[src/rtl/tcw_pkg.sv]
// Shared types and constants of the text console writer.
package tcw_pkg;

    // Operation carried in the input transaction's tuser.
    typedef enum logic [2:0] {
        K_PUT     = 3'd0,
        K_CLEAR   = 3'd1,
        K_RECOLOR = 3'd2,
        K_SETCUR  = 3'd3,
        K_READ    = 3'd4,
        K_WRITE   = 3'd5
    } t_kind;

    // Configuration register indexes.
    localparam int unsigned CFG_IDX_W = 2;
    localparam logic [CFG_IDX_W-1:0] CFG_COLS = 2'd0;
    localparam logic [CFG_IDX_W-1:0] CFG_ROWS = 2'd1;
    localparam logic [CFG_IDX_W-1:0] CFG_FILL = 2'd2;

    localparam logic [6:0] RESET_COLS = 7'd80;
    localparam logic [4:0] RESET_ROWS = 5'd25;
    localparam logic [7:0] RESET_FILL = 8'h07;

    localparam logic [7:0] CH_LF    = 8'h0A;
    localparam logic [7:0] CH_CR    = 8'h0D;
    localparam logic [7:0] CH_TAB   = 8'h09;
    localparam logic [7:0] CH_SPACE = 8'h20;
    localparam logic [2:0] TAB_STOP = 3'd4;

    localparam int unsigned IN_DATA_W  = 32;
    localparam int unsigned OUT_DATA_W = 40;

    typedef struct packed {
        t_kind      kind;
        logic [7:0] char_code;
        logic [7:0] color;
        logic       use_color;
        logic [6:0] pos_x;
        logic [4:0] pos_y;
    } t_cmd;

    typedef struct packed {
        logic [6:0] columns_in_use;
        logic [4:0] rows_in_use;
        logic [7:0] fill_color;
    } t_geom;

    typedef struct packed {
        logic [6:0]  cursor_col;
        logic [4:0]  cursor_row;
        logic [10:0] cursor_offset;
        logic [7:0]  read_char;
        logic [7:0]  read_color;
    } t_result;

    typedef struct packed {
        logic we_char;
        logic we_attr;
        logic re;
    } t_mem_ctl;

endpackage

[src/rtl/tcw_engine.sv]
// Command sequencer: cursor, address generation and the sweeps over the cell store.
module tcw_engine
    import tcw_pkg::*;
#(
    parameter int unsigned MAX_COLS = 80,
    parameter int unsigned MAX_ROWS = 25
) (
    input  logic                                    i_clk,
    input  logic                                    i_rst_n,
    input  logic                                    i_cmd_valid,
    output logic                                    o_cmd_ready,
    input  t_cmd                                    i_cmd,
    input  t_geom                                   i_geom,
    input  logic                                    i_out_free,
    output logic                                    o_done,
    output t_result                                 o_result,
    output t_mem_ctl                                o_mem,
    output logic [$clog2(MAX_COLS*MAX_ROWS)-1:0]    o_waddr,
    output logic [7:0]                              o_wchar,
    output logic [7:0]                              o_wattr,
    output logic [$clog2(MAX_COLS*MAX_ROWS)-1:0]    o_raddr,
    input  logic [7:0]                              i_rchar,
    input  logic [7:0]                              i_rattr
);

    localparam int unsigned CELL_COUNT = MAX_COLS * MAX_ROWS;
    localparam int unsigned AW = $clog2(CELL_COUNT);
    localparam int unsigned IW = AW + 2;

    typedef enum logic [3:0] {
        S_INIT,
        S_IDLE,
        S_EXEC,
        S_PUT,
        S_SCRL_PRIME,
        S_SCRL,
        S_SWEEP,
        S_RD_WAIT,
        S_DONE
    } t_state;

    t_state        r_state, n_state;
    t_cmd          r_cmd, n_cmd;
    logic [6:0]    r_col, n_col;
    logic [4:0]    r_line, n_line;
    logic [6:0]    r_cols, n_cols;
    logic [4:0]    r_rows, n_rows;
    logic [7:0]    r_fill, n_fill;
    logic [7:0]    r_put_ch, n_put_ch;
    logic [2:0]    r_cnt, n_cnt;
    logic [IW-1:0] r_ptr, n_ptr;
    logic [IW-1:0] r_limit, n_limit;
    logic [7:0]    r_rd_char, n_rd_char;
    logic [7:0]    r_rd_color, n_rd_color;

    logic [6:0]    w_cols_sat;
    logic [4:0]    w_rows_sat;
    logic [11:0]   w_cur_lin;
    logic [11:0]   w_pos;
    logic [11:0]   w_limit;
    logic          w_in_range;
    logic [6:0]    w_col_inc;
    logic [4:0]    w_line_inc;
    logic [IW-1:0] w_cols_iw;
    logic [IW-1:0] w_src_next;
    logic          w_copy;

    // Register values outside the legal range saturate to the screen limits.
    always_comb begin
        w_cols_sat = i_geom.columns_in_use;
        if (i_geom.columns_in_use == 7'd0) begin
            w_cols_sat = 7'd1;
        end else if (int'(i_geom.columns_in_use) > int'(MAX_COLS)) begin
            w_cols_sat = 7'(MAX_COLS);
        end
        w_rows_sat = i_geom.rows_in_use;
        if (i_geom.rows_in_use == 5'd0) begin
            w_rows_sat = 5'd1;
        end else if (int'(i_geom.rows_in_use) > int'(MAX_ROWS)) begin
            w_rows_sat = 5'(MAX_ROWS);
        end
    end

    assign w_cur_lin  = ({7'd0, r_line} * {5'd0, r_cols}) + {5'd0, r_col};
    assign w_pos      = ({7'd0, r_cmd.pos_y} * {5'd0, r_cols}) + {5'd0, r_cmd.pos_x};
    assign w_limit    = {7'd0, r_rows} * {5'd0, r_cols};
    assign w_in_range = (r_cmd.pos_x < r_cols) && (r_cmd.pos_y < r_rows);
    assign w_col_inc  = r_col + 7'd1;
    assign w_line_inc = r_line + 5'd1;
    assign w_cols_iw  = IW'(r_cols);
    assign w_src_next = r_ptr + IW'(1) + w_cols_iw;
    assign w_copy     = (r_ptr + w_cols_iw) < r_limit;

    always_comb begin
        n_state    = r_state;
        n_cmd      = r_cmd;
        n_col      = r_col;
        n_line     = r_line;
        n_cols     = r_cols;
        n_rows     = r_rows;
        n_fill     = r_fill;
        n_put_ch   = r_put_ch;
        n_cnt      = r_cnt;
        n_ptr      = r_ptr;
        n_limit    = r_limit;
        n_rd_char  = r_rd_char;
        n_rd_color = r_rd_color;
        o_mem      = '0;
        o_waddr    = AW'(r_ptr);
        o_wchar    = 8'd0;
        o_wattr    = r_fill;
        o_raddr    = AW'(w_src_next);
        o_done     = 1'b0;

        unique case (r_state)
            S_INIT: begin
                o_mem.we_char = 1'b1;
                o_mem.we_attr = 1'b1;
                o_wattr       = RESET_FILL;
                if (r_ptr == IW'(CELL_COUNT - 1)) begin
                    n_state = S_IDLE;
                end else begin
                    n_ptr = r_ptr + IW'(1);
                end
            end
            S_IDLE: begin
                if (i_cmd_valid) begin
                    n_cmd      = i_cmd;
                    n_cols     = w_cols_sat;
                    n_rows     = w_rows_sat;
                    n_fill     = i_geom.fill_color;
                    n_rd_char  = 8'd0;
                    n_rd_color = 8'd0;
                    // A geometry change may leave the cursor off the screen.
                    if (r_col > w_cols_sat - 7'd1) begin
                        n_col = w_cols_sat - 7'd1;
                    end
                    if (r_line > w_rows_sat - 5'd1) begin
                        n_line = w_rows_sat - 5'd1;
                    end
                    n_state = S_EXEC;
                end
            end
            S_EXEC: begin
                n_limit = IW'(w_limit);
                n_ptr   = '0;
                n_state = S_DONE;
                case (r_cmd.kind)
                    K_PUT: begin
                        if (r_cmd.char_code == CH_LF) begin
                            n_col  = 7'd0;
                            n_line = w_line_inc;
                            n_cnt  = 3'd0;
                            if (w_line_inc >= r_rows) begin
                                n_state = S_SCRL_PRIME;
                            end
                        end else if (r_cmd.char_code == CH_CR) begin
                            n_col = 7'd0;
                        end else if (r_cmd.char_code == CH_TAB) begin
                            n_put_ch = CH_SPACE;
                            n_cnt    = TAB_STOP - {1'b0, r_col[1:0]};
                            n_state  = S_PUT;
                        end else begin
                            n_put_ch = r_cmd.char_code;
                            n_cnt    = 3'd1;
                            n_state  = S_PUT;
                        end
                    end
                    K_CLEAR: begin
                        n_col   = 7'd0;
                        n_line  = 5'd0;
                        n_state = S_SWEEP;
                    end
                    K_RECOLOR: begin
                        n_state = S_SWEEP;
                    end
                    K_SETCUR: begin
                        n_col  = (r_cmd.pos_x > r_cols - 7'd1) ? r_cols - 7'd1 : r_cmd.pos_x;
                        n_line = (r_cmd.pos_y > r_rows - 5'd1) ? r_rows - 5'd1 : r_cmd.pos_y;
                    end
                    K_READ: begin
                        if (w_in_range) begin
                            o_mem.re = 1'b1;
                            o_raddr  = AW'(w_pos);
                            n_state  = S_RD_WAIT;
                        end
                    end
                    K_WRITE: begin
                        if (w_in_range) begin
                            o_mem.we_char = 1'b1;
                            o_mem.we_attr = 1'b1;
                            o_waddr       = AW'(w_pos);
                            o_wchar       = r_cmd.char_code;
                            o_wattr       = r_cmd.color;
                        end
                    end
                    default: begin
                    end
                endcase
            end
            S_PUT: begin
                o_mem.we_char = 1'b1;
                o_mem.we_attr = r_cmd.use_color;
                o_waddr       = AW'(w_cur_lin);
                o_wchar       = r_put_ch;
                o_wattr       = r_cmd.color;
                n_cnt         = r_cnt - 3'd1;
                n_col         = w_col_inc;
                if (r_cnt == 3'd1) begin
                    n_state = S_DONE;
                end
                if (w_col_inc >= r_cols) begin
                    n_col  = 7'd0;
                    n_line = w_line_inc;
                    if (w_line_inc >= r_rows) begin
                        n_state = S_SCRL_PRIME;
                    end
                end
            end
            S_SCRL_PRIME: begin
                // Fetch the first cell of the second row ahead of the copy.
                o_mem.re = w_cols_iw < r_limit;
                o_raddr  = AW'(w_cols_iw);
                n_ptr    = '0;
                n_state  = S_SCRL;
            end
            S_SCRL: begin
                // Each cell takes the one a row below; the bottom row is blanked.
                o_mem.we_char = 1'b1;
                o_mem.we_attr = 1'b1;
                o_wchar       = w_copy ? i_rchar : 8'd0;
                o_wattr       = w_copy ? i_rattr : r_fill;
                o_mem.re      = w_src_next < r_limit;
                if (r_ptr == r_limit - IW'(1)) begin
                    n_line  = r_line - 5'd1;
                    n_state = (r_cnt != 3'd0) ? S_PUT : S_DONE;
                end else begin
                    n_ptr = r_ptr + IW'(1);
                end
            end
            S_SWEEP: begin
                o_mem.we_char = (r_cmd.kind == K_CLEAR);
                o_mem.we_attr = 1'b1;
                o_wattr       = (r_cmd.kind == K_CLEAR) ? r_fill : r_cmd.color;
                if (r_ptr == r_limit - IW'(1)) begin
                    n_state = S_DONE;
                end else begin
                    n_ptr = r_ptr + IW'(1);
                end
            end
            S_RD_WAIT: begin
                n_rd_char  = i_rchar;
                n_rd_color = i_rattr;
                n_state    = S_DONE;
            end
            S_DONE: begin
                if (i_out_free) begin
                    o_done  = 1'b1;
                    n_state = S_IDLE;
                end
            end
            default: begin
                n_state = S_IDLE;
            end
        endcase
    end

    assign o_cmd_ready              = (r_state == S_IDLE);
    assign o_result.cursor_col      = r_col;
    assign o_result.cursor_row      = r_line;
    assign o_result.cursor_offset   = w_cur_lin[10:0];
    assign o_result.read_char       = r_rd_char;
    assign o_result.read_color      = r_rd_color;

    always_ff @(posedge i_clk) begin
        if (!i_rst_n) begin
            r_state <= S_INIT;
            r_ptr   <= '0;
            r_col   <= 7'd0;
            r_line  <= 5'd0;
            r_cnt   <= 3'd0;
        end else begin
            r_state <= n_state;
            r_ptr   <= n_ptr;
            r_col   <= n_col;
            r_line  <= n_line;
            r_cnt   <= n_cnt;
        end
        r_cmd      <= n_cmd;
        r_cols     <= n_cols;
        r_rows     <= n_rows;
        r_fill     <= n_fill;
        r_put_ch   <= n_put_ch;
        r_limit    <= n_limit;
        r_rd_char  <= n_rd_char;
        r_rd_color <= n_rd_color;
    end

endmodule

[config.mk]
export PLATFORM = sky130hd
export DESIGN_NAME = tcw_engine
export DESIGN_NICKNAME = d
export VERILOG_FILES = /design/src/rtl/tcw_pkg.sv /design/src/rtl/tcw_engine.sv
export SDC_FILE = /design/constraint.sdc
export NUM_CORES = 1
export LEC_CHECK = 0
export BUFFER_PORTS_ARGS = -buffer_cell sky130_fd_sc_hd__clkbuf_2
export CAP_MARGIN = 10
export CORE_ASPECT_RATIO = 2
export CORE_MARGIN = 4
export CORE_UTILIZATION = 65
export DETAILED_ROUTE_END_ITERATION = 6
export GPL_TIMING_DRIVEN = 1
export PLACE_DENSITY = 0.95
export SKIP_LAST_GASP = 1
export SYNTH_ARGS = -nofsm -noshare
export SYNTH_HDL_FRONTEND = slang
export SYNTH_SLANG_ARGS = --single-unit
[constraint.sdc]
create_clock -name i_clk -period 7.5 [get_ports i_clk]
set_input_delay 0.375 -clock i_clk [delete_from_list [all_inputs] [get_ports i_clk]]
set_output_delay 0.375 -clock i_clk [all_outputs]
set_load 0.02 [all_outputs]
; Yosys cells after proc, flatten, opt, wreduce, memory -nomap -nowiden
; Index checks and enable logic that the tools add are counted.
[totals]
out_inout_bits = 82
elab_cells = 177
input_bits = 72
register_bits = 120
[classes]
mux = 69
bitwise_logic = 2
n_addsub = 15
n_eq_ne = 34
order_cmp = 13
mul = 3
n_reduce_logical = 23
[op_table]
columns = op, n
row1 = 2-to-1 mux 8 bit, 8
row2 = 2-to-1 mux 7 bit, 8
row3 = 2-to-1 mux 4 bit, 13
row4 = 2-to-1 mux 11 bit, 4
row5 = one-hot mux 11 bit (2 select lines), 2
row6 = one-hot mux 7 bit (3 select lines), 2
row7 = 2-to-1 mux 5 bit, 8
row8 = one-hot mux 8 bit (5 select lines), 1
row9 = one-hot mux 13 bit (3 select lines), 1
row10 = one-hot mux 4 bit (9 select lines), 1
row11 = one-hot mux 8 bit (2 select lines), 2
row12 = adder 13 x 7 -> 13 bit, 2
row13 = < comparator 13 x 12 -> 1 bit, 2
row14 = 2-to-1 mux 13 bit, 2
row15 = equality test 8 x 4 -> 1 bit (second input constant), 3
row16 = one-hot mux 8 bit (3 select lines), 1
row17 = adder 11 x 7 -> 11 bit, 2
row18 = multiplier 5 x 7 -> 11 bit, 2
row19 = one-hot mux 5 bit (4 select lines), 1
row20 = equality test 4 x 3 -> 1 bit (second input constant), 4
row21 = inequality test 2 bit (second input constant), 8
row22 = one-hot mux 5 bit (3 select lines), 1
row23 = subtractor 5 x 1 -> 5 bit (second input constant), 3
row24 = greater-than comparator 7 bit, 2
row25 = other kinds (50), 76

; Longest topological paths before layout
; Gate-level depths: netlist of run 1.
[logic_depth]
ltp_word = 8
ltp_mapped = 17
ltp_nobuf = 16

; Worst setup path before layout of run 1
; No wires, ideal clock.
[synth_timing]
kind = register to output
startpoint = register r_line[3]
endpoint = output o_waddr[10]
t_required_ns = 7.125
t_arrival_ns = 4.408
path_buffers = 1
setup_slack_ns = 2.717
path_stages_with_launch = 15
cell_sequence = dfxtp_1 -> clkbuf_1 -> nand2_1 -> fa_1 -> fa_1 -> fa_1 -> inv_1 -> ha_1 -> nor2b_1 -> o21ai_0 -> a21oi_1 -> o41ai_1 -> xnor2_1 -> a22oi_1 -> o21ai_0
[synth_lines]
columns = item, line
row1 = start: declaration, tcw_engine.sv:45  ; logic [4:0] r_line, n_line;
row2 = start signal: assignment, tcw_engine.sv:286  ; r_line <= n_line;
row3 = end: declaration, tcw_engine.sv:18  ; output logic [$clog2(MAX_COLS*MAX_ROWS)-1:0] o_waddr,

; Final worst setup path of run 1
[layout_timing]
startpoint = register r_cols[2]
endpoint = output o_raddr[10]
[layout_via]
elab_chain_cells = 5
word_cells_on_any_way = 8
classes_between = add/sub (2) / mul (1) / order compare (1) / mux (3) / reduce/logical (1)
[layout_lines]
columns = item, line
row1 = start: declaration, tcw_engine.sv:46  ; logic [6:0] r_cols, n_cols;
row2 = start signal: assignment, tcw_engine.sv:290  ; r_cols <= n_cols;
row3 = multiplier 5 x 7 -> 11 bit or < comparator 7 bit (tied branches), "tcw_engine.sv:85, tcw_engine.sv:87"
row4 = adder 11 x 7 -> 11 bit or logical AND 1 bit (tied branches), "tcw_engine.sv:85, tcw_engine.sv:87"
row5 = 2-to-1 mux 11 bit, tcw_engine.sv:182  ; if (w_in_range) begin
row6 = 2-to-1 mux 11 bit, tcw_engine.sv:148  ; case (r_cmd.kind)
row7 = one-hot mux 11 bit (2 select lines) *, tcw_engine.sv:115  ; unique case (r_state)
row8 = end: declaration, tcw_engine.sv:21  ; output logic [$clog2(MAX_COLS*MAX_ROWS)-1:0] o_raddr,
; Mark *: on every way between the ends. The rest lies on a longest branch, timed or not.

==> results of run 1 <==
==> kinds of logic (layout without fill, tap and decap cells) <==
| family | after synthesis | in the layout |
|---|---|---|
| simple gates | 506 | 506 |
| compound gates | 322 | 322 |
| fa+ha+maj | 221 | 221 |
| buf+inv | 219 | 341 |
| flops | 120 | 120 |
| xor+xnor | 100 | 100 |
| mux | 24 | 24 |
==> area by class of cell <==
type / instances / area share
Tap cell: 262 / 0.0223
Multi-Input combinational cell: 1173 / 0.620
Clock buffer: 17 / 0.0290
Clock inverter: 15 / 0.0105
Inverter: 146 / 0.0374
Sequential cell: 120 / 0.224
Timing Repair Buffer: 163 / 0.0573
==> report_power, final <==
group          leakage, nW  switching, mW  total [mW]  internal, mW
logic                 5.19         0.0824       0.137        0.0543
clock network        0.279          0.379       0.821         0.442
registers             1.08        0.00356       0.712         0.709
==> worst max-delay path: stages, from the launching register on <==
cell and delay [ns]:
edfxtp_1 0.83, clkinv_1 0.58, nor2_1 0.29, fa_1 0.45, fa_1 0.54, inv_1 0.05, fa_1 0.52, inv_1 0.04
ha_1 0.33, o21ai_0 0.23, a21oi_1 0.09, o41ai_1 0.33, xnor2_1 0.20, mux2i_1 0.11, o21ai_0 0.36, clkbuf_2 0.25
==> registers in the layout, indices dropped and copies added, names as in the netlist <==
name,count
r_rd_color,8
r_col,7
r_fill,8
r_limit,12
r_cnt,3
r_line,5
r_ptr,13
r_cmd,32
r_rows,5
r_cols,7
r_put_ch,8
r_rd_char,8
r_state,4
==> through the flow <==
step | setup slack (ns) | instances | hold slack [ns] | utilization | power [mW]
3_5_place_dp | 2.12 | 1864 | 0.496 | 0.707 | 0.855
3_3_place_gp | 2.21 | 1864 | 0.474 | 0.707 | 0.850
2_1_floorplan | 2.72 | 1512 | 0.458 | - | 0.801
4_1_cts | 1.62 | 1896 | 0.0877 | 0.736 | 1.66
5_1_grt | 1.28 | 1896 | 0.0785 | 0.737 | 1.72
6_report | 1.47 | 1896 | 0.0931 | 0.737 | 1.67
==> synthesized netlist by cell type (14+ instances only) <==
| master | n |
|---|---|
| ha_1 | 162 |
| inv_1 | 141 |
| nor2_1 | 126 |
| nand2_1 | 125 |
| a21oi_1 | 90 |
| edfxtp_1 | 88 |
| xnor2_1 | 78 |
| o21ai_0 | 69 |
| clkbuf_1 | 64 |
| fa_1 | 59 |
| and2_1 | 45 |
| nor3_1 | 35 |
| dfxtp_1 | 32 |
| nand3_1 | 27 |
| and3_1 | 26 |
| nor2b_1 | 25 |
| nor4_1 | 23 |
| xor2_1 | 22 |
| mux2i_1 | 20 |
| nand2b_1 | 18 |
| nand4_1 | 14 |
| o21a_1 | 14 |
==> per-layer routing <==
| layer | part of all wire | track usage | wire length (microns) |
|---|---|---|---|
| met5 | 0.00030 | 0 | 14 |
| met4 | 0.11 | 0.352 | 5140 |
| met3 | 0.094 | 0.103 | 4370 |
| met2 | 0.49 | 0.696 | 22700 |
| met1 | 0.31 | 0.415 | 14400 |
==> path summary, 6_finish.rpt <==
path,from,endpoint,cells after the start
max reg2reg,r_rows[2],r_limit[11],14
max,r_cols[2],o_raddr[10],15
min reg2reg,r_cmd[25],r_put_ch[4],0
min,i_cmd[6],r_cmd[6],1
==> metrics, run 1 <==
initial antenna violation count=1; area post-placement=around 14000 sq um; drc violations=1; PortBufs=153; Fmax=between 0.15 and 0.2 GHz; ys flop type=edfxtp_1; fraction of the mapped netlist area in simple logic gates=0.196; most common cell after layout, fill and taps aside=ha_1; Final Cell Area=14700 sq um; largest net degree at the start of global routing=45; drt pass-1 iters=7; main combinational cell family by area after synthesis=adder cells; Hold Path Class=in -> reg; CTS tree=done; Hold Buf Count CTS=0; Chip Width=between 100 and 150 microns; Mapped Cells=roughly 1500; XOR/XNOR Fraction of Synth Area=0.0664; Die ar.=roughly 23000 sq um; clk slew on worst S/H paths=roughly 0.070 ns; Yosys reg bits=120; Starting Density=0.663; crit path kind=reg -> out; WP data required=~7.1 ns; crit-path max FO=16; Via Count=13100; r2r setup slk=about 2.9 ns; Tcrit/Tclk final=0.804; # setup viols final=0; Filler Cell Count=between 1000 and 1500; cell taking the most area after synthesis=edfxtp_1; status=finished, violations left; Routed WL=roughly 47000 microns; Post-DP HPWL=35700 microns; gr usage total=0.414; Antenna Violating Nets Remaining=0; Register Area=approximately 3300 sq um; multi-input logic area=9090 sq um; Final Skew=roughly 0.011 ns; critical path endpoint category=output pin; CTS sink cnt=120; first-pass GRT wire length=around 71000 microns; pwr dens=between 100 and 150 nW/um^2; Clock Latency Late Sink=about 0.45 ns; RSZ-0062 raised after global routing=false; Worst VDD drop=around 0.13 mV; synthesized-area fraction occupied by adder cells=0.243; Netlist cell types=82; starting DRC count in detailed routing=1469; Max clock buf depth=2; startpoint types=flip-flop; H-tree depth=4; Worst EP arrival=5.65 ns; vias in the first global route=between 10000 and 15000; GR Overflow Total=0; Synth async-reset ratio=0; Synth Area in Compound Gates=0.162; chip height=~210 microns; Post-CTS Resized=0; multiplexer share of the synthesized area=0.0192; Synth top area share=0.200; yosys synthesis warning count=0; Area contributors post-synth=edfxtp_1, ha_1, fa_1; min cycle time layout=around 6 ns; total CTS buffers=17; I/O pin cnt=roughly 150; violations in the final reports=design-rule violations; cell row count=73; Placer Congestion=1.02; wire per inst=24.6 microns; clock root cell=clkbuf_16; share of layout cells above drive strength 1=0.141; Area Overhead vs Synth=11.1%; Setup Fix Bufs, Post-CTS=0; max-cap violation count=0; EDFF count, synth=88; Mapped Avg Cell Area=roughly 8.7 sq um; Slew headroom=0.169; syn_nets=~1800; post-synthesis sequential area ratio=0.249; Final Max Slew Viols=0; Mapped Area=~13000 sq um; Worst Max-Slew Pin Slew=approximately 1.2 ns; Nets=1914; n_diodes=0; most frequent cells in the layout=ha_1, clkbuf_2, inv_1; Vias/cell=6.89; P_leak=around 6.5 nW; Hold Fails Final Rpt=0; Core ar.=about 20000 sq um; TNS Setup=0 ns
(Power assumes the default switching activity.)
==> run 2: changes to the inputs <==
- CORE_UTILIZATION: 65 -> 55
- PLACE_DENSITY: 0.95 -> 0.9
- clock period: 7.5 -> 5.2 ns (I/O delays scaled with it)
==> run 2 against run 1 <==
Compared with the run above:
- the flow still finishes with violations (design-rule violations)
- sequential cell count is the same
- sequential power grew 45%
- critical path depth rose by 1
- combinational power grew 66%
- wire length rose by 5.2%
- first-iteration DRC count is 16% lower
- via count is 0.32% higher
- clock power up 63%
- clock skew increased by 0.0013 ns
- global-route usage decreased by 5.3 points
==> metrics, run 2 (synthesized netlist as in run 1, its figures left out) <==
Final Non-Filler Cells=1998 (+5.4%); drt pass-1 iters=7 (unchanged); Critical Path Slowest Stage Cell=fa_1; Slew headroom=0.240 (+0.0707); number of flip-flops in the largest register=32 (unchanged); clock root cell=clkbuf_16; Tcrit/Tclk final=0.977; Fmax=roughly 0.2 GHz; CTS tree=done; Final Skew=0.0124 ns (+0.00131 ns); Core ar.=23700 sq um (+19%); CTS sink cnt=120 (unchanged); share of layout cells above drive strength 1=0.162 (+0.0217); largest net degree at the start of global routing=29 (-36%); Chip Width=118 microns (+8.1%); Final Max Slew Viols=0 (unchanged); Vias/cell=6.56 (-4.8%); Worst path top cell family by delay=adder cells; Routed WL=49000 microns (+5.2%); startpoint types=flip-flop; Worst Max-Slew Pin Slew=1.14 ns (-0.107 ns); initial antenna violation count=0 (-1); most common cell after layout, fill and taps aside=ha_1; # setup viols final=0 (unchanged); Hold Fails Final Rpt=0 (unchanged); Max clock buf depth=2 (unchanged); Worst VDD drop=0.187 mV (+42%); most frequent cells in the layout=ha_1, clkbuf_2, inv_1; Critical Path, Cell by Cell=buf_4, buf_4, nand2_1, fa_1, fa_1, fa_1, inv_1, ha_1, nor2b_1, o21ai_0, a21oi_2, o41ai_2, xnor2_1, a22oi_1, o21ai_0, clkbuf_2; crit path kind=reg -> out; Nets=1991 (+4.0%); Starting Density=0.556 (-0.106); WP data required=4.94 ns (-2.18 ns); top flop regs=r_cmd (32), r_ptr (13), r_limit (12); max incr delay on CP=0.55 ns (-0.28 ns); H-tree depth=4 (unchanged); wire per inst=24.5 microns (-0.21%); Area Overhead vs Synth=17.2%; drc violations=2 (+1); Clock Latency Late Sink=0.46 ns (about the same); P_leak=6.97 nW (+6.4%); min cycle time layout=roughly 5 ns; clk slew on worst S/H paths=0.06 ns (about the same); most frequent cell on the critical path=fa_1; Placer Congestion=1.10 (+7.4%); Via Count=13100 (+0.32%); critical path endpoint category=output pin; total CTS buffers=17 (unchanged); gr usage total=0.361 (-0.0532); Hold Path Class=in -> reg; Post-DP HPWL=37500 microns (+5.1%); crit-path max FO=6 (-10); starting DRC count in detailed routing=1230 (-16%); n_diodes=0 (unchanged); RSZ-0062 raised after global routing=true; status=finished, violations left; chip height=227 microns (+8.4%); PortBufs=153 (unchanged); GR Overflow Total=0 (unchanged); I/O pin cnt=154 (unchanged); vias in the first global route=13400 (+0.44%); dpl cells=1917 (+2.8%); Worst EP arrival=4.82 ns (-0.83 ns); max-cap violation count=0 (unchanged); Antenna Violating Nets Remaining=0 (unchanged); pwr dens=167 nW/um^2 (+47%); first-pass GRT wire length=73600 microns (+3.8%); WP buf/inv=4 (unchanged); Die ar.=26700 sq um (+17%); WHS=0.0128 ns (-0.0803 ns); cell row count=80 (+9.6%); violations in the final reports=design-rule violations; r2r setup slk=0.90 ns (-1.97 ns); Reg with most FFs=r_cmd
==> run 2: cell types whose count changed in the layout (fill, tap and decap cells not counted), sizes merged <==
| cell | previous run | this run |
|---|---|---|
| clkinvlp | 2 | 0 |
| clkbuf | 170 | 171 |
| dlygate4sd3 | 0 | 37 |
| bufinv | 0 | 4 |
| inv | 151 | 147 |
| buf | 10 | 50 |
| clkinv | 8 | 9 |
==> run 2: worst reg2reg max path, stage by stage, from the launching register on <==
cell and delay [ns]:
edfxtp_1 0.69, inv_1 0.33, nor2_1 0.17, ha_1 0.26
ha_1 0.29, inv_1 0.06, fa_1 0.52, inv_1 0.06
ha_1 0.29, a21o_1 0.18, a21oi_1 0.31, o21bai_1 0.11
a21oi_1 0.21, o21ai_0 0.21, o311ai_0 0.39
==> run 2: worst paths after layout <==
check / cells past startpoint / endpoint / from
max: 16 / o_waddr[10] / r_cols[1]
min: 1 / r_cmd[15] / i_cmd[15]
max reg2reg: 14 / r_limit[11] / r_rows[3]
min reg2reg: 2 / r_cnt[1] / r_cnt[1]
==> run 2: layer usage <==
metal | global-route usage | vias to the layer above | share of wire | wire, microns
li1 | - | 5751 | - | -
met1 | 0.343 | 6119 | 0.31 | 15100
met2 | 0.648 | 892 | 0.50 | 24700
met3 | 0.0731 | 345 | 0.077 | 3790
met4 | 0.336 | 0 | 0.11 | 5400
met5 | 0 | - | 0 | 0
==> run 2: timing repair <==
action                                 CTS  global route
hold buffers                            37             0
setup endpoints to repair                0            22
buffers inserted                         0            11
endpoints found under the hold margin   37             0
resized for setup                        0            14
==> run 2: layout make-up <==
| class | instances | area, sq um |
|---|---|---|
| clock inverters | 14 | 213 |
| well taps | 287 | 359 |
| multi-input cells | 1173 | 9120 |
| clock buffers | 18 | 429 |
| repair buffers | 240 | 1510 |
| inverters | 146 | 551 |
| fillers | 1856 | 8250 |
| flip-flops and latches | 120 | 3290 |
==> run 2: where the power goes <==
group	switching, mW	internal [mW]	total [mW]
Combinational	0.129	0.0976	0.227
Sequential	0.00552	1.02	1.03
Clock	0.520	0.816	1.34
Total	0.654	1.94	2.59
==> run 2: metrics by stage <==
stage	setup WS [ns]	total power [mW]	TNS, ns	util	cell area [sq um]
after floorplan	0.532	1.16	0	-	13200
after global placement	0.652	1.23	0	0.604	14300
after detailed placement	0.530	1.24	0	0.604	14300
after CTS	0.0355	2.57	0	0.647	15300
after global routing	-0.0442	2.64	-0.0586	0.652	15500
final	0.117	2.59	0	0.652	15500
==> run 3: changes to the inputs <==
- BUFFER_PORTS_ARGS: -buffer_cell sky130_fd_sc_hd__clkbuf_2 -> -buffer_cell sky130_fd_sc_hd__buf_2
==> run 3 against run 2 <==
Compared with the run above:
- fmax rose by 0.96%
- clock skew increased by 0.0015 ns
- wire length fell by 1.9%
- via count down 0.66%
- cell count is 0.25% lower
- utilization is 0.45 points lower
- the flow still finishes with violations (design-rule violations)
- critical endpoint is now o_wattr[4]
- total power down 5.5%
==> metrics, run 3 (synthesized netlist as in run 1, its figures left out) <==
status=finished, violations left; violations in the final reports=design-rule violations; Vias/cell=6.53 (-0.41%); Worst VDD drop=0.216 mV (+16%); Routed WL=48100 microns (-1.9%); Die ar.=26700 sq um (unchanged); max-cap violation count=0 (unchanged); Clock Latency Late Sink=0.45 ns (about the same); total CTS buffers=17 (unchanged); RR Startpoint=r_rows[3]; Final Max Slew Viols=0 (unchanged); WHS=0.0177 ns (+0.00483 ns); largest net degree at the start of global routing=37 (+28%); Antenna Violating Nets Remaining=0 (unchanged); worst reg-to-reg path cell count=14 (unchanged); Max clock buf depth=2 (unchanged); Starting Density=0.556 (unchanged); Via Count=13000 (-0.66%); WP data required=4.94 ns (about the same); critical path endpoint category=output pin; most common cell after layout, fill and taps aside=ha_1; FF-to-FF End=r_limit[11]; Final Non-Filler Cells=1993 (-0.25%); P_leak=6.94 nW (-0.35%); Core ar.=23700 sq um (unchanged); Reg with most FFs=r_cmd; gr usage total=0.354 (-0.00702); H-tree depth=4 (unchanged); top flop regs=r_cmd (32), r_ptr (13), r_limit (12); Chip Width=118 microns (unchanged); clock root cell=clkbuf_16; Worst EP arrival=4.77 ns (-0.05 ns); Pwr Total=2.45 mW (-5.5%); worst hold path endpoint=r_cmd[14]; Final Cell Area=15400 sq um (-0.70%); startpoint types=flip-flop; starting DRC count in detailed routing=1064 (-13%); share of layout cells above drive strength 1=0.159 (-0.00363); wire per inst=24.1 microns (-1.6%); Placer Congestion=1.08 (-1.9%); drc violations=1 (-1); Slew headroom=0.270 (+0.0298); final worst slack=0.166 ns (+0.0484 ns); number of flip-flops in the largest register=32 (unchanged); M2 GR Usage=0.639 (-0.00898); Filler Cell Count=1920 (+3.4%); first-pass GRT wire length=72100 microns (-2.1%); initial antenna violation count=0 (unchanged); pwr dens=159 nW/um^2 (-4.9%); Hold Path Class=in -> reg; CTS tree=done; most frequent cells in the layout=ha_1, buf_2, inv_1; Tcrit/Tclk final=0.968 (-0.00931); met3 usage=0.0559 (-0.0172); Worst Max-Slew Pin Slew=1.10 ns (-0.0435 ns); Final Skew=0.0139 ns (+0.00150 ns); met1 usage=0.323 (-0.0195); Area Overhead vs Synth=16.4%; hold path depth=1 (unchanged); drt pass-1 iters=7 (unchanged); crit-path max FO=14 (+8); cell row count=80 (unchanged); Post-DP HPWL=37800 microns (+0.68%); PortBufs=153 (unchanged); area post-placement=14300 sq um (-0.10%); # setup viols final=0 (unchanged); Fmax=0.199 GHz (+0.96%); GR Overflow Total=0 (unchanged); vias in the first global route=13200 (-1.7%); crit path kind=reg -> out; post-place setup slack=0.588 ns (+0.0573 ns); GRT busiest layer=met2; n_diodes=0 (unchanged); Hold Fails Final Rpt=0 (unchanged); chip height=227 microns (unchanged); CTS sink cnt=120 (unchanged); I/O pin cnt=154 (unchanged); r2r setup slk=0.91 ns (about the same); clk slew on worst S/H paths=0.06 ns (about the same); min-delay src=i_cmd[14]; Nets=1986 (-0.25%); dpl cells=1915 (-0.10%); min cycle time layout=5.03 ns (-0.0484 ns)
## run 3: cell count changes in the layout (fill, tap and decap cells not counted), moves of 3 or more
cell / before / now
buf_2: 1 / 153
dfxtp_1: 28 / 32
buf_4: 49 / 46
clkbuf_2: 153 / 0
bufinv_16: 4 / 1
dfxtp_2: 4 / 0
## run 3: layout make-up
class / instances / area (sq um) / share of cell area
inverter: 146 / 554 / 0.0361
clock inverter: 15 / 158 / 0.0103
clock buffer: 17 / 425 / 0.0277
sequential: 120 / 3280 / 0.214
tap: 287 / 359 / 0.0234
timing repair buffer: 235 / 1470 / 0.0958
multi-input combinational: 1173 / 9110 / 0.593
## run 3: where the power goes
group,internal [mW],switching (mW),total [mW]
logic,0.0974,0.121,0.219
registers,1.02,0.00495,1.03
clock network,0.676,0.524,1.20
## run 3: critical path, cell delays in order (launching register included)
cell	delay, ns
edfxtp_1	0.49
buf_4	0.18
inv_4	0.09
fa_1	0.48
nor2b_1	0.20
o31a_1	0.30
o211ai_1	0.19
nor2_1	0.15
xor2_1	0.17
ha_1	0.26
a21oi_1	0.15
nor2b_1	0.07
a2111oi_1	0.38
buf_4	0.20
and2_2	0.26
a21oi_1	0.11
o311ai_0	0.39
buf_2	0.25
## run 3: per-layer routing
metal	share of wire	up-vias	wire length (microns)
li1	-	5732	-
met1	0.30	6151	14600
met2	0.50	802	24200
met3	0.065	335	3150
met4	0.13	0	6130
met5	0	-	0
## run 3: how the worst max path moves through the flow
stage | startpoint | to | slack, ns
finish | r_cols[1] | o_wattr[4] | 0.17
floorplan | r_line[3] | o_waddr[10] | 0.53
detailed placement | r_cols[1] | o_raddr[10] | 0.59
global placement | r_cols[1] | o_wattr[6] | 0.72
global route | r_cols[1] | o_raddr[10] | -0.05
CTS | r_cols[1] | o_raddr[10] | 0.11
## run 3: through the flow
step | TNS, ns | util
6_report | 0 | 0.648
5_1_grt | -0.0825 | 0.648
4_1_cts | 0 | 0.643
3_5_place_dp | 0 | 0.603
3_3_place_gp | 0 | 0.603
2_1_floorplan | 0 | -
## run 3: repair_timing
| action | CTS | global route |
|---|---|---|
| endpoints found under the setup margin | 0 | 20 |
| endpoints found under the hold margin | 36 | 0 |
| setup buffers | 0 | 9 |
| hold buffers | 36 | 0 |
| gates resized for setup | 0 | 9 |
